==> config.mk <==
export PLATFORM = sky130hd
export DESIGN_NAME = small_key_value_store_flat
export DESIGN_NICKNAME = d
export VERILOG_FILES = /design/src/sv/kvs_pkg.sv /design/src/sv/kvs_if.sv /design/src/sv/kvs_cell.sv /design/src/sv/small_key_value_store.sv /design/src/flat_wrapper.sv
export VERILOG_INCLUDE_DIRS = /design/src /design/src/sv
export SDC_FILE = /design/constraint.sdc
export NUM_CORES = 1
export LEC_CHECK = 0
export BUFFER_PORTS_ARGS = -buffer_cell sky130_fd_sc_hd__buf_2
export CAP_MARGIN = 40
export CORE_MARGIN = 2
export CORE_UTILIZATION = 40
export DETAILED_ROUTE_END_ITERATION = 8
export PLACE_DENSITY = 0.53
export REMOVE_ABC_BUFFERS = 1
export SLEW_MARGIN = 20
export SYNTH_ARGS = -nofsm -noshare
export SYNTH_HDL_FRONTEND = slang
export SYNTH_SLANG_ARGS = --single-unit
==> constraint.sdc <==
create_clock -name clk -period 7.6 [get_ports clk]
set_clock_uncertainty 0.1 [all_clocks]
set_input_delay 0.76 -clock clk [delete_from_list [all_inputs] [get_ports clk]]
set_output_delay 0.76 -clock clk [all_outputs]
set_load 0.03 [all_outputs]
==> src/sv/small_key_value_store_assert.svh <==
// Assertion macros for the key-value table. Each takes a label, a property
// and a message, and samples on the rising edge of clk.
`ifndef SMALL_KEY_VALUE_STORE_ASSERT_SVH
`define SMALL_KEY_VALUE_STORE_ASSERT_SVH

`ifndef SYNTHESIS
`define KVS_ASSERT(label, prop, msg) \
	label: assert property (@(posedge clk) disable iff (!arst_n) prop) else $error(msg);
`define KVS_ASSERT_ALWAYS(label, prop, msg) \
	label: assert property (@(posedge clk) prop) else $error(msg);
`else
`define KVS_ASSERT(label, prop, msg)
`define KVS_ASSERT_ALWAYS(label, prop, msg)
`endif

`endif

==> src/sv/kvs_pkg.sv <==
`default_nettype none

package kvs_pkg;

	localparam int ENTRIES_DEF    = 16;
	localparam int KEY_DIGITS_DEF = 8;

	localparam int VALUE_W = 8;
	localparam int CAP_W   = 5;
	localparam int PADDR_W = 3;
	localparam int PDATA_W = 32;

	localparam logic [CAP_W-1:0] CAPACITY_RESET = 5'd16;

	// Word index of the capacity register within the APB window.
	localparam logic [0:0] REG_CAPACITY = 1'b0;

	typedef enum logic {
		OP_SET = 1'b0,
		OP_GET = 1'b1
	} opcode_t;

	typedef enum logic [2:0] {
		ST_UPDATED  = 3'd0,
		ST_INSERTED = 3'd1,
		ST_DROPPED  = 3'd2,
		ST_HIT      = 3'd3,
		ST_MISS     = 3'd4
	} status_t;

	// Control part of the lookup token that walks down the row of cells.
	typedef struct packed {
		logic    active;
		opcode_t opcode;
		logic    hit;
	} tok_ctl_t;

endpackage

`default_nettype wire

==> src/sv/kvs_if.sv <==
`default_nettype none

interface kvs_req_if #(
	parameter int KEY_DIGITS = kvs_pkg::KEY_DIGITS_DEF
);
	import kvs_pkg::*;

	localparam int LenW = $clog2(KEY_DIGITS + 1);

	logic                  valid;
	logic                  ready;
	opcode_t               opcode;
	logic [KEY_DIGITS-1:0] key_bits;
	logic [LenW-1:0]       key_length;
	logic [VALUE_W-1:0]    value_byte;

	modport source (output valid, output opcode, output key_bits, output key_length,
		output value_byte, input ready);
	modport sink (input valid, input opcode, input key_bits, input key_length,
		input value_byte, output ready);
endinterface

interface kvs_rsp_if;
	import kvs_pkg::*;

	logic               valid;
	logic               ready;
	status_t            status;
	logic [VALUE_W-1:0] read_value;

	modport source (output valid, output status, output read_value, input ready);
	modport sink (input valid, input status, input read_value, output ready);
endinterface

`default_nettype wire

==> src/sv/kvs_cell.sv <==
`default_nettype none

module kvs_cell #(
	parameter int KEY_DIGITS = kvs_pkg::KEY_DIGITS_DEF
) (
	input  wire                                         clk,
	input  wire                                         arst_n,
	input  wire                                         filled,
	input  wire kvs_pkg::tok_ctl_t                      ctl_i,
	input  wire [KEY_DIGITS-1:0]                        digits_i,
	input  wire [$clog2(KEY_DIGITS+1)-1:0]              len_i,
	input  wire [kvs_pkg::VALUE_W-1:0]                  value_i,
	input  wire [kvs_pkg::VALUE_W-1:0]                  rd_i,
	output kvs_pkg::tok_ctl_t                           ctl_o,
	output logic [KEY_DIGITS-1:0]                       digits_o,
	output logic [$clog2(KEY_DIGITS+1)-1:0]             len_o,
	output logic [kvs_pkg::VALUE_W-1:0]                 value_o,
	output logic [kvs_pkg::VALUE_W-1:0]                 rd_o,
	input  wire                                         ins_en,
	input  wire [KEY_DIGITS-1:0]                        ins_digits,
	input  wire [$clog2(KEY_DIGITS+1)-1:0]              ins_len,
	input  wire [kvs_pkg::VALUE_W-1:0]                  ins_value
);
	import kvs_pkg::*;

	localparam int LenW = $clog2(KEY_DIGITS + 1);

	logic [KEY_DIGITS-1:0] key_digits_q;
	logic [LenW-1:0]       key_len_q;
	logic [VALUE_W-1:0]    entry_value_q;
	tok_ctl_t              ctl_q;
	logic [KEY_DIGITS-1:0] digits_q;
	logic [LenW-1:0]       len_q;
	logic [VALUE_W-1:0]    value_q;
	logic [VALUE_W-1:0]    rd_q;
	logic                  match;

	// Only the first matching entry along the row answers.
	assign match = ctl_i.active && filled && !ctl_i.hit &&
		(key_len_q == len_i) && (key_digits_q == digits_i);

	always_ff @(posedge clk) begin
		if (ins_en) begin
			key_digits_q  <= ins_digits;
			key_len_q     <= ins_len;
			entry_value_q <= ins_value;
		end else if (match && ctl_i.opcode == OP_SET) begin
			entry_value_q <= value_i;
		end
	end

	always_ff @(posedge clk or negedge arst_n) begin
		if (!arst_n) begin
			ctl_q <= '0;
		end else begin
			ctl_q.active <= ctl_i.active;
			ctl_q.opcode <= ctl_i.opcode;
			ctl_q.hit    <= ctl_i.hit || match;
		end
	end

	always_ff @(posedge clk) begin
		digits_q <= digits_i;
		len_q    <= len_i;
		value_q  <= value_i;
		rd_q     <= match ? entry_value_q : rd_i;
	end

	assign ctl_o    = ctl_q;
	assign digits_o = digits_q;
	assign len_o    = len_q;
	assign value_o  = value_q;
	assign rd_o     = rd_q;

endmodule

`default_nettype wire

==> src/sv/small_key_value_store.sv <==
// An accepted transaction passes through the ENTRIES cell registers, then the fin register,
// then the output register before its result handshake. The lookup token walks the row of
// ENTRIES cells one cell per cycle, and the next transaction waits until the result has
// moved into the output register.
// Reset: capacity returns to 16, the fill count to zero and the cell row is emptied of tokens.
// Stored keys and values are not cleared; entries beyond the fill count are never searched.
`default_nettype none
`include "small_key_value_store_assert.svh"

module small_key_value_store #(
	parameter int ENTRIES    = kvs_pkg::ENTRIES_DEF,
	parameter int KEY_DIGITS = kvs_pkg::KEY_DIGITS_DEF
) (
	input  wire                          clk,
	input  wire                          arst_n,
	input  wire                          psel,
	input  wire                          penable,
	input  wire                          pwrite,
	input  wire [kvs_pkg::PADDR_W-1:0]   paddr,
	input  wire [kvs_pkg::PDATA_W-1:0]   pwdata,
	output logic [kvs_pkg::PDATA_W-1:0]  prdata,
	output logic                         pready,
	kvs_req_if.sink                      req,
	kvs_rsp_if.source                    rsp
);
	import kvs_pkg::*;

	localparam int LenW   = $clog2(KEY_DIGITS + 1);
	localparam int CountW = $clog2(ENTRIES + 1);

	logic [CAP_W-1:0]      capacity_q;
	logic [CountW-1:0]     count_q;
	logic                  busy_q;
	logic                  fin_valid_q;
	status_t               fin_status_q;
	logic [VALUE_W-1:0]    fin_rd_q;
	logic                  out_valid_q;
	status_t               out_status_q;
	logic [VALUE_W-1:0]    out_rd_q;

	tok_ctl_t              ctl_c    [0:ENTRIES];
	logic [KEY_DIGITS-1:0] digits_c [0:ENTRIES];
	logic [LenW-1:0]       len_c    [0:ENTRIES];
	logic [VALUE_W-1:0]    value_c  [0:ENTRIES];
	logic [VALUE_W-1:0]    rd_c     [0:ENTRIES];

	logic [ENTRIES-1:0]    active_vec;
	logic [LenW-1:0]       len_sat;
	logic [KEY_DIGITS-1:0] digit_mask;
	logic                  req_fire;
	logic                  tail_active;
	logic                  tail_hit;
	logic                  room;
	logic                  ins_any;
	logic                  move;
	status_t               tail_status;
	logic [VALUE_W-1:0]    tail_rd;

	// Configuration port.
	assign pready = 1'b1;
	assign prdata = (paddr[2] == REG_CAPACITY) ? PDATA_W'(capacity_q) : '0;

	always_ff @(posedge clk or negedge arst_n) begin
		if (!arst_n) begin
			capacity_q <= CAPACITY_RESET;
		end else if (psel && penable && pwrite && pready && paddr[2] == REG_CAPACITY) begin
			capacity_q <= pwdata[CAP_W-1:0];
		end
	end

	// Key normalization: saturate the length and drop digits above it.
	assign len_sat = (req.key_length > LenW'(KEY_DIGITS)) ? LenW'(KEY_DIGITS) : req.key_length;

	always_comb begin
		for (int b = 0; b < KEY_DIGITS; b++) begin
			digit_mask[b] = (LenW'(b) < len_sat);
		end
	end

	assign req.ready = !busy_q;
	assign req_fire  = req.valid && req.ready;

	assign ctl_c[0].active = req_fire;
	assign ctl_c[0].opcode = req.opcode;
	assign ctl_c[0].hit    = 1'b0;
	assign digits_c[0]     = req.key_bits & digit_mask;
	assign len_c[0]        = len_sat;
	assign value_c[0]      = req.value_byte;
	assign rd_c[0]         = '0;

	// Tail of the row: decide the outcome and place a new entry if needed.
	assign tail_active = ctl_c[ENTRIES].active;
	assign tail_hit    = ctl_c[ENTRIES].hit;
	assign room        = (32'(count_q) < 32'(capacity_q)) && (32'(count_q) < ENTRIES);
	assign ins_any     = tail_active && ctl_c[ENTRIES].opcode == OP_SET && !tail_hit && room;

	always_comb begin
		tail_rd = '0;
		case (ctl_c[ENTRIES].opcode)
			OP_SET: begin
				if (tail_hit) begin
					tail_status = ST_UPDATED;
				end else if (room) begin
					tail_status = ST_INSERTED;
				end else begin
					tail_status = ST_DROPPED;
				end
			end
			OP_GET: begin
				if (tail_hit) begin
					tail_status = ST_HIT;
					tail_rd     = rd_c[ENTRIES];
				end else begin
					tail_status = ST_MISS;
				end
			end
			default: begin
				tail_status = ST_MISS;
			end
		endcase
	end

	genvar gi;
	generate
		for (gi = 0; gi < ENTRIES; gi++) begin : g_cell
			kvs_cell #(
				.KEY_DIGITS(KEY_DIGITS)
			) u_cell (
				.clk       (clk),
				.arst_n    (arst_n),
				.filled    (CountW'(gi) < count_q),
				.ctl_i     (ctl_c[gi]),
				.digits_i  (digits_c[gi]),
				.len_i     (len_c[gi]),
				.value_i   (value_c[gi]),
				.rd_i      (rd_c[gi]),
				.ctl_o     (ctl_c[gi+1]),
				.digits_o  (digits_c[gi+1]),
				.len_o     (len_c[gi+1]),
				.value_o   (value_c[gi+1]),
				.rd_o      (rd_c[gi+1]),
				.ins_en    (ins_any && count_q == CountW'(gi)),
				.ins_digits(digits_c[ENTRIES]),
				.ins_len   (len_c[ENTRIES]),
				.ins_value (value_c[ENTRIES])
			);
			assign active_vec[gi] = ctl_c[gi+1].active;
		end
	endgenerate

	// The finished result waits in fin until the output register is free.
	assign move = fin_valid_q && (!out_valid_q || rsp.ready);

	always_ff @(posedge clk or negedge arst_n) begin
		if (!arst_n) begin
			count_q     <= '0;
			busy_q      <= 1'b0;
			fin_valid_q <= 1'b0;
			out_valid_q <= 1'b0;
		end else begin
			if (ins_any) begin
				count_q <= count_q + 1'b1;
			end
			if (req_fire) begin
				busy_q <= 1'b1;
			end else if (move) begin
				busy_q <= 1'b0;
			end
			if (tail_active) begin
				fin_valid_q <= 1'b1;
			end else if (move) begin
				fin_valid_q <= 1'b0;
			end
			if (move) begin
				out_valid_q <= 1'b1;
			end else if (rsp.ready) begin
				out_valid_q <= 1'b0;
			end
		end
	end

	always_ff @(posedge clk) begin
		if (tail_active) begin
			fin_status_q <= tail_status;
			fin_rd_q     <= tail_rd;
		end
		if (move) begin
			out_status_q <= fin_status_q;
			out_rd_q     <= fin_rd_q;
		end
	end

	assign rsp.valid      = out_valid_q;
	assign rsp.status     = out_status_q;
	assign rsp.read_value = out_rd_q;

	`KVS_ASSERT(a_single_token, $onehot0(active_vec), "more than one lookup token in the row")
	`KVS_ASSERT(a_token_busy, (tail_active || fin_valid_q) |-> busy_q, "result pending while idle")
	`KVS_ASSERT(a_insert_count, ins_any |=> (count_q == $past(count_q) + 1'b1),
		"fill count did not advance on insert")
	`KVS_ASSERT_ALWAYS(a_count_bound, 32'(count_q) <= ENTRIES, "fill count beyond table size")

endmodule

`default_nettype wire

==> src/flat_wrapper.sv <==
// flat-port wrapper written by rule: the top's interface ports become plain ports
module small_key_value_store_flat import kvs_pkg::*;
#(
	parameter int ENTRIES    = kvs_pkg::ENTRIES_DEF,
	parameter int KEY_DIGITS = kvs_pkg::KEY_DIGITS_DEF
)
  (clk, arst_n, psel, penable, pwrite, paddr, pwdata, prdata, pready, req_valid, req_opcode, req_key_bits, req_key_length, req_value_byte, req_ready, rsp_valid, rsp_status, rsp_read_value, rsp_ready);
  kvs_req_if #(.KEY_DIGITS(KEY_DIGITS)) req_i ();
  kvs_rsp_if rsp_i ();
  input  wire clk;
  input  wire arst_n;
  input  wire psel;
  input  wire penable;
  input  wire pwrite;
  input  wire [kvs_pkg::PADDR_W-1:0] paddr;
  input  wire [kvs_pkg::PDATA_W-1:0] pwdata;
  output logic [kvs_pkg::PDATA_W-1:0] prdata;
  output logic pready;
  input wire logic [$bits(req_i.valid)-1:0] req_valid;
  input wire logic [$bits(req_i.opcode)-1:0] req_opcode;
  input wire logic [$bits(req_i.key_bits)-1:0] req_key_bits;
  input wire logic [$bits(req_i.key_length)-1:0] req_key_length;
  input wire logic [$bits(req_i.value_byte)-1:0] req_value_byte;
  output wire logic [$bits(req_i.ready)-1:0] req_ready;
  output wire logic [$bits(rsp_i.valid)-1:0] rsp_valid;
  output wire logic [$bits(rsp_i.status)-1:0] rsp_status;
  output wire logic [$bits(rsp_i.read_value)-1:0] rsp_read_value;
  input wire logic [$bits(rsp_i.ready)-1:0] rsp_ready;
  assign req_i.valid = req_valid;
  assign req_i.opcode = req_opcode;
  assign req_i.key_bits = req_key_bits;
  assign req_i.key_length = req_key_length;
  assign req_i.value_byte = req_value_byte;
  assign req_ready = req_i.ready;
  assign rsp_valid = rsp_i.valid;
  assign rsp_status = rsp_i.status;
  assign rsp_read_value = rsp_i.read_value;
  assign rsp_i.ready = rsp_ready;
  small_key_value_store #(.ENTRIES(ENTRIES), .KEY_DIGITS(KEY_DIGITS)) u_core (.clk(clk), .arst_n(arst_n), .psel(psel), .penable(penable), .pwrite(pwrite), .paddr(paddr), .pwdata(pwdata), .prdata(prdata), .pready(pready), .req(req_i), .rsp(rsp_i));
endmodule
; ---- Word level (Yosys, flattened, before mapping)
; Index checks and enable logic that the tools add are counted.
[op_classes]
eq_ne = 47
bitwise = 19
add_sub_neg = 1
reduce_logical = 159
mux = 58
order_cmp = 27
[ops]
columns = op, n
row1 = $mux 8, 47
row2 = $eq 8x8->1, 16
row3 = $logic_and 1x1->1, 104
row4 = $eq 4x4->1, 16
row5 = $eq 5x4->1 const B, 8
row6 = $lt 4x5->1 const A, 8
row7 = $reduce_bool 2->1, 19
row8 = $eq 5x3->1 const B, 4
row9 = $lt 3x5->1 const A, 4
row10 = $logic_not 1->1, 18
row11 = $not 1->1, 18
row12 = $logic_or 1x1->1, 16
row13 = $lt 3x4->1 const A, 4
row14 = $eq 5x2->1 const B, 2
row15 = $lt 1x5->1 const A, 2
row16 = $lt 2x5->1 const A, 2
row17 = $and 8x8->8, 1
row18 = $lt 1x4->1 const A, 2
row19 = $lt 2x4->1 const A, 2
row20 = $mux 3, 2
row21 = $pmux 3 s2, 1
row22 = $add 5x1->5 const B, 1
row23 = $eq 5x1->1 const B, 1
row24 = $logic_not 5->1, 1
row25 = 8 further kinds, 12
[totals]
word_cells = 480
input_bits = 63
regBits = 851

; ---- Logic depth before layout (Yosys ltp)
[depth]
word_depth = 9
depth_mapped = 8

; ---- Cells and area by module
; From an unflattened synthesis, not the netlist that was laid out.
[unflattened]
hier_cells = 1608
area_unflattened_um2 = 27717.8
[modules_own_cells]
columns = module, n_inst, seq_area_each_um2, cells_per_inst, area_per_inst_um2
row1 = kvs_cell, 16, 1236.2, 88, 1600.3
row2 = small_key_value_store, 1, 987.2, 200, 2113.3

; ---- Worst setup path after synthesis
; Ideal clock, no wire load.
[synth_path]
kind = in2reg
from = input req_key_length[2]
to = register u_core.g_cell[0].u_cell.entry_value_q[0], enable pin
setup_ps = 398
arrival_time_ps = 3049
t_required_ps = 7102
stages = 6
path_slack_ps = 4053
path_cell_list = clkbuf_1 > or3_1 > and3_1 > a221oi_1 > nand4_2 > o41ai_1
[synth_between]
elab_chain_len = 8
elab_cells_between_ends = 17
[synth_rtl]
columns = element, line_no
row1 = start: declaration, flat_wrapper.sv:22  ; input wire logic [$bits(req_i.key_length)-1:0] req_key_length;
row2 = $gt 4x4->1, small_key_value_store.sv:72  ; assign len_sat = (req.key_length > LenW'(KEY_DIGITS)) ? LenW'(KEY_DIGITS) : req.key_length;
row3 = $mux 4 (*), small_key_value_store.sv:72
row4 = "$lt 1x4->1, or another cell as far along", small_key_value_store.sv:76  ; digit_mask[b] = (LenW'(b) < len_sat);
row5 = $and 8x8->8, small_key_value_store.sv:86  ; assign digits_c[0] = req.key_bits & digit_mask;
row6 = $eq 8x8->1, kvs_cell.sv:40  ; (key_len_q == len_i) && (key_digits_q == digits_i);
row7 = $logic_and 1x1->1 (*), kvs_cell.sv:40
row8 = $logic_and 1x1->1 (*), kvs_cell.sv:47  ; end else if (match && ctl_i.opcode == OP_SET) begin
row9 = $reduce_bool 2->1 (no source line) (*), --
row10 = end signal: assignment, kvs_cell.sv:46  ; entry_value_q <= ins_value;
row11 = end signal: assignment, kvs_cell.sv:48  ; entry_value_q <= value_i;
row12 = end: declaration, kvs_cell.sv:30  ; logic [VALUE_W-1:0] entry_value_q;
; Every way passes the cells marked *; elsewhere a longest branch is shown, timed or not.
; A chain may end at the register's enable or synchronous reset.

; ---- Worst setup path after layout
[layout_path]
from = register u_core.count_q[3]
to = register u_core.g_cell[6].u_cell.entry_value_q[6], enable pin
[layout_between]
elab_chain_len = 7
elab_cells_between_ends = 13
[layout_rtl]
columns = element, line_no
row1 = start: declaration, small_key_value_store.sv:32  ; logic [CountW-1:0] count_q;
row2 = start signal: assignment, small_key_value_store.sv:162  ; count_q <= count_q + 1'b1;
row3 = $lt 3x5->1, small_key_value_store.sv:131  ; .filled (CountW'(gi) < count_q),
row4 = $logic_and 1x1->1 (3 in series), kvs_cell.sv:39  ; assign match = ctl_i.active && filled && !ctl_i.hit &&
row5 = $logic_and 1x1->1, kvs_cell.sv:40
row6 = $logic_and 1x1->1, kvs_cell.sv:47
row7 = $reduce_bool 2->1 (no source line) (*), --
row8 = end signal: assignment, kvs_cell.sv:46
row9 = end signal: assignment, kvs_cell.sv:48
row10 = end: declaration, kvs_cell.sv:30
; Marked as above.

==> flow_metrics.py <==
metrics = {
    "timing": {
        "tightest_slew_ns": 0.806,
        "hold_viol": 0,
        "holdWs_ns": 0.172,
        "rsz0062_at_grt": "no",
        "tns_ns": 0,
        "finalCriticalPeriod_ns": 3.57,
        "post-route-period-util_pct": 46.9,
        "maxSlewHeadroom_pct": 46.2,
        "drv_slew": 0,
        "setup_viol": 0,
        "max_freq_mhz": 280,
    },
    "critical_path": {
        "cp-start-kind": "register",
        "cp.required_ns": 7.73,
        "cp_max_fo": 21,
        "critical_path_class": "reg2reg",
        "end_kind": "register",
        "r2r_slack_ns": 4.03,
        "reg2reg_from": "u_core.count_q[3]",
        "r2r-end": "u_core.g_cell[6].u_cell.entry_value_q[6]",
        "reg2reg_depth": 4,
        "arrival_ns": 3.70,
    },
    "layout": {
        "stdcell_area_um2": 32300,
        "stdcell_count": 2860,
        "area_delta_synth_final_pct": 15.6,
        "drive_gt1_share_pct": 25.6,
        "final_nets": 1930,
    },
    "placement": {
        "globalplace.congestion": 0.863,
        "port_buffers": 51,
        "hpwl_um": 36400,
        "place_area_um2": 29400,
        "dp_cells": 2696,
    },
    "pwr": {
        "peakVddDrop_uv": 177,
        "p_leak_nw": 12.3,
        "finalPower_mw": 9.86,
        "internal_power_mw": 7.66,
        "pwr-share-seq_pct": 52.0,
        "pwr-share-clk_pct": 41.6,
        "swShare_pct": 22.3,
        "p_switching_mw": 2.20,
        "powerDensity_nw_per_um2": 306,
        "pwr-share-comb_pct": 6.5,
    },
    "logic_synthesis": {
        "yosys_warnings": 0,
        "synth_area_um2": 27900,
        "syn_area_per_cell_um2": 16.3,
        "ys_async_sr_fraction_pct": 7.17,
        "synth_xor_xnor_area_share_pct": 5.86,
        "ys_ff_latch": 851,
        "ys_seq_area_share_pct": 74.4,
        "yosysUniqueCellTypes": 60,
        "synth_ff_type": "dfxtp_1",
        "synth_edf_count": 342,
        "yosys-mux-area-fraction_pct": 10.2,
        "synth_top_family_by_area": "multiplexers",
        "syn_inst": 1714,
        "synth_compound_area_share_pct": 1.50,
        "yosys.area_share.adder_pct": 0.314,
        "synth-simple-area-share_pct": 6.10,
    },
    "run_status": {
        "status": "complete, no violations",
    },
    "detailed_routing": {
        "wl_per_cell_um": 17.3,
        "first_iter_violations": 706,
        "via_per_inst": 4.56,
        "routed_wl_um": 49300,
        "ant_nets": 0,
        "drt_first_pass_iters": 5,
        "drc_errors": 0,
        "route.vias.total": 13054,
    },
    "clock_network": {
        "clock_latency_ns": 0.61,
        "cts_tree": "done",
        "htree_num_levels": 3,
        "clk_transition_reported_paths_ns": 0.06,
        "root_buffer": "clkbuf_16",
        "clock_sinks": 851,
        "ctsResizeCount": 0,
        "cts_made_buffers": 84,
        "clockBufferDepth": 3,
        "post_cts_buffers": 0,
    },
    "floorplan": {
        "die_h_um": 268,
        "initial_core_util_pct": 40.6,
        "num_rows": 96,
        "die_area_um2": 71900,
        "die_w_um": 268,
        "pin_count": 109,
        "coreArea_um2": 68800,
    },
    "min_path": {
        "worstHoldEndpoint": "u_core.g_cell[0].u_cell.value_o[3]",
        "hold_depth": 1,
        "hold_start": "req_value_byte[3]",
        "min-delay-path-class": "in2reg",
    },
    "job": {
        "maxCapViolations": 0,
    },
    "grt": {
        "grt_pass1_wl_um": 76400,
        "grt_pass1_vias": 13688,
        "antenna_found_initial": 2,
        "track_usage_pct": 14.0,
        "grt_overflow_total": 0,
        "grt_max_degree": 62,
    },
}
## cells in the mapped netlist (6+ instances only)
library cell  count  share of area, %
dfxtp_1         448                32
and3_1           10              0.22
inv_1            33              0.44
a21oi_1          10              0.18
nor4_1           40              0.90
or2_2             6              0.13
nor3b_1           6              0.16
nand2_1          25              0.34
edfxtp_1        342                37
nor3_1           15              0.27
nor2b_1          17              0.38
mux2_2          253                10
nand2b_1         21              0.47
dfrtp_1          60               5.4
nand3b_1          6              0.16
nor3_4           11              0.64
o21ai_0          10              0.18
xnor2_1          79               2.5
buf_4            28              0.75
ha_1              7              0.31
o21bai_1          6              0.16
xor2_1          108               3.4
o22ai_1          10              0.22
nand4_1          34              0.76
nor2_1           34              0.46
nor4b_1           6              0.19
nand3_1          13              0.23
clkbuf_1         21              0.28
## cell usage in the layout (no fill, tap or decap), types with 29 or more instances in the layout
cell and n:
clkbuf_16 87, clkbuf_1 29, inv_1 33, nand4_1 34
xnor2_1 79, dfxtp_1 448, nor2_1 34, mux2_2 253
edfxtp_1 342, dfrtp_1 60, xor2_1 108, nor4_1 40
buf_2 58
## kinds of logic after synthesis
family	after synthesis
DFF	851
and+or+nand+nor	266
muxes	253
xor gates and xnor gates	187
buffers and inverters	88
AOI/OAI and AO/OA	60
adders and majority gates	7
other	2
## registers in the layout, summed over array words and instances (netlist names), 5 cells and up
name and flops:
u_core.capacity_q 5, u_core.rsp.read_value 8, u_core.fin_rd_q 8, u_core.g_cell.u_cell.entry_value_q 128
u_core.g_cell.u_cell.rd_o 128, u_core.count_q 5, u_core.g_cell.u_cell.digits_o 128, u_core.g_cell.u_cell.ctl_o 48
u_core.g_cell.u_cell.key_digits_q 128, u_core.g_cell.u_cell.key_len_q 64, u_core.g_cell.u_cell.value_o 128, u_core.g_cell.u_cell.len_o 64
## layer usage
metal	routed length [µm]	up-vias	global-route usage, %
li1	-	6424	-
met2	23800	273	23.7
met1	22000	6266	17.6
met5	0	-	0
met3	2250	91	3.13
met4	1360	0	4.74
## final cells by class
type	instances	area [µm²]
clock buffer	134	2530
clock inverter	20	258
tap	931	1160
sequential	851	20800
timing repair buffer	89	613
fill	6052	36500
antenna	1	2.50
inverter	33	124
multi-input combinational	801	6820
## timing repair
| item | 4_1_cts | 5_1_grt |
|---|---|---|
| endpoints found under the setup margin | 0 | 0 |
| hold endpoints to repair | 0 | 8 |
| hold buffers | 0 | 1 |
## worst max-delay path, stage by stage (launching register included)
cell       delay (ns)
dfrtp_1          0.82
nor2_1           0.36
a2111oi_0        0.50
nand4_1          0.56
o21bai_1         0.84
## worst max-delay path by stage
stage	startpoint	endpoint	slack, ns
after global routing	u_core.count_q[3]	u_core.g_cell[6].u_cell.entry_value_q[6]	3.84
final	u_core.count_q[3]	u_core.g_cell[6].u_cell.entry_value_q[6]	4.03
after floorplan	req_key_length[2]	u_core.g_cell[0].u_cell.entry_value_q[0]	4.22
after CTS	u_core.count_q[3]	u_core.g_cell[6].u_cell.entry_value_q[6]	3.90
after detailed placement	u_core.count_q[3]	u_core.g_cell[6].u_cell.entry_value_q[0]	3.92
after global placement	u_core.count_q[4]	u_core.g_cell[13].u_cell.entry_value_q[0]	3.86
## through the flow
step / util (%) / worst slack (ns)
2_1_floorplan: - / 4.22
3_3_place_gp: 42.4 / 3.86
3_5_place_dp: 42.7 / 3.92
4_1_cts: 46.7 / 3.90
5_1_grt: 46.9 / 3.84
6_report: 46.9 / 4.03
## power by group through the flow
stage	Combinational, mW	Sequential [mW]	Clock [mW]
after floorplan	0.374	5.20	0
after global placement	0.600	5.23	0
after detailed placement	0.614	5.23	0
after CTS	0.617	5.14	4.21
after global routing	0.692	5.15	4.39
final	0.636	5.13	4.10
(Power assumes the default switching activity.)
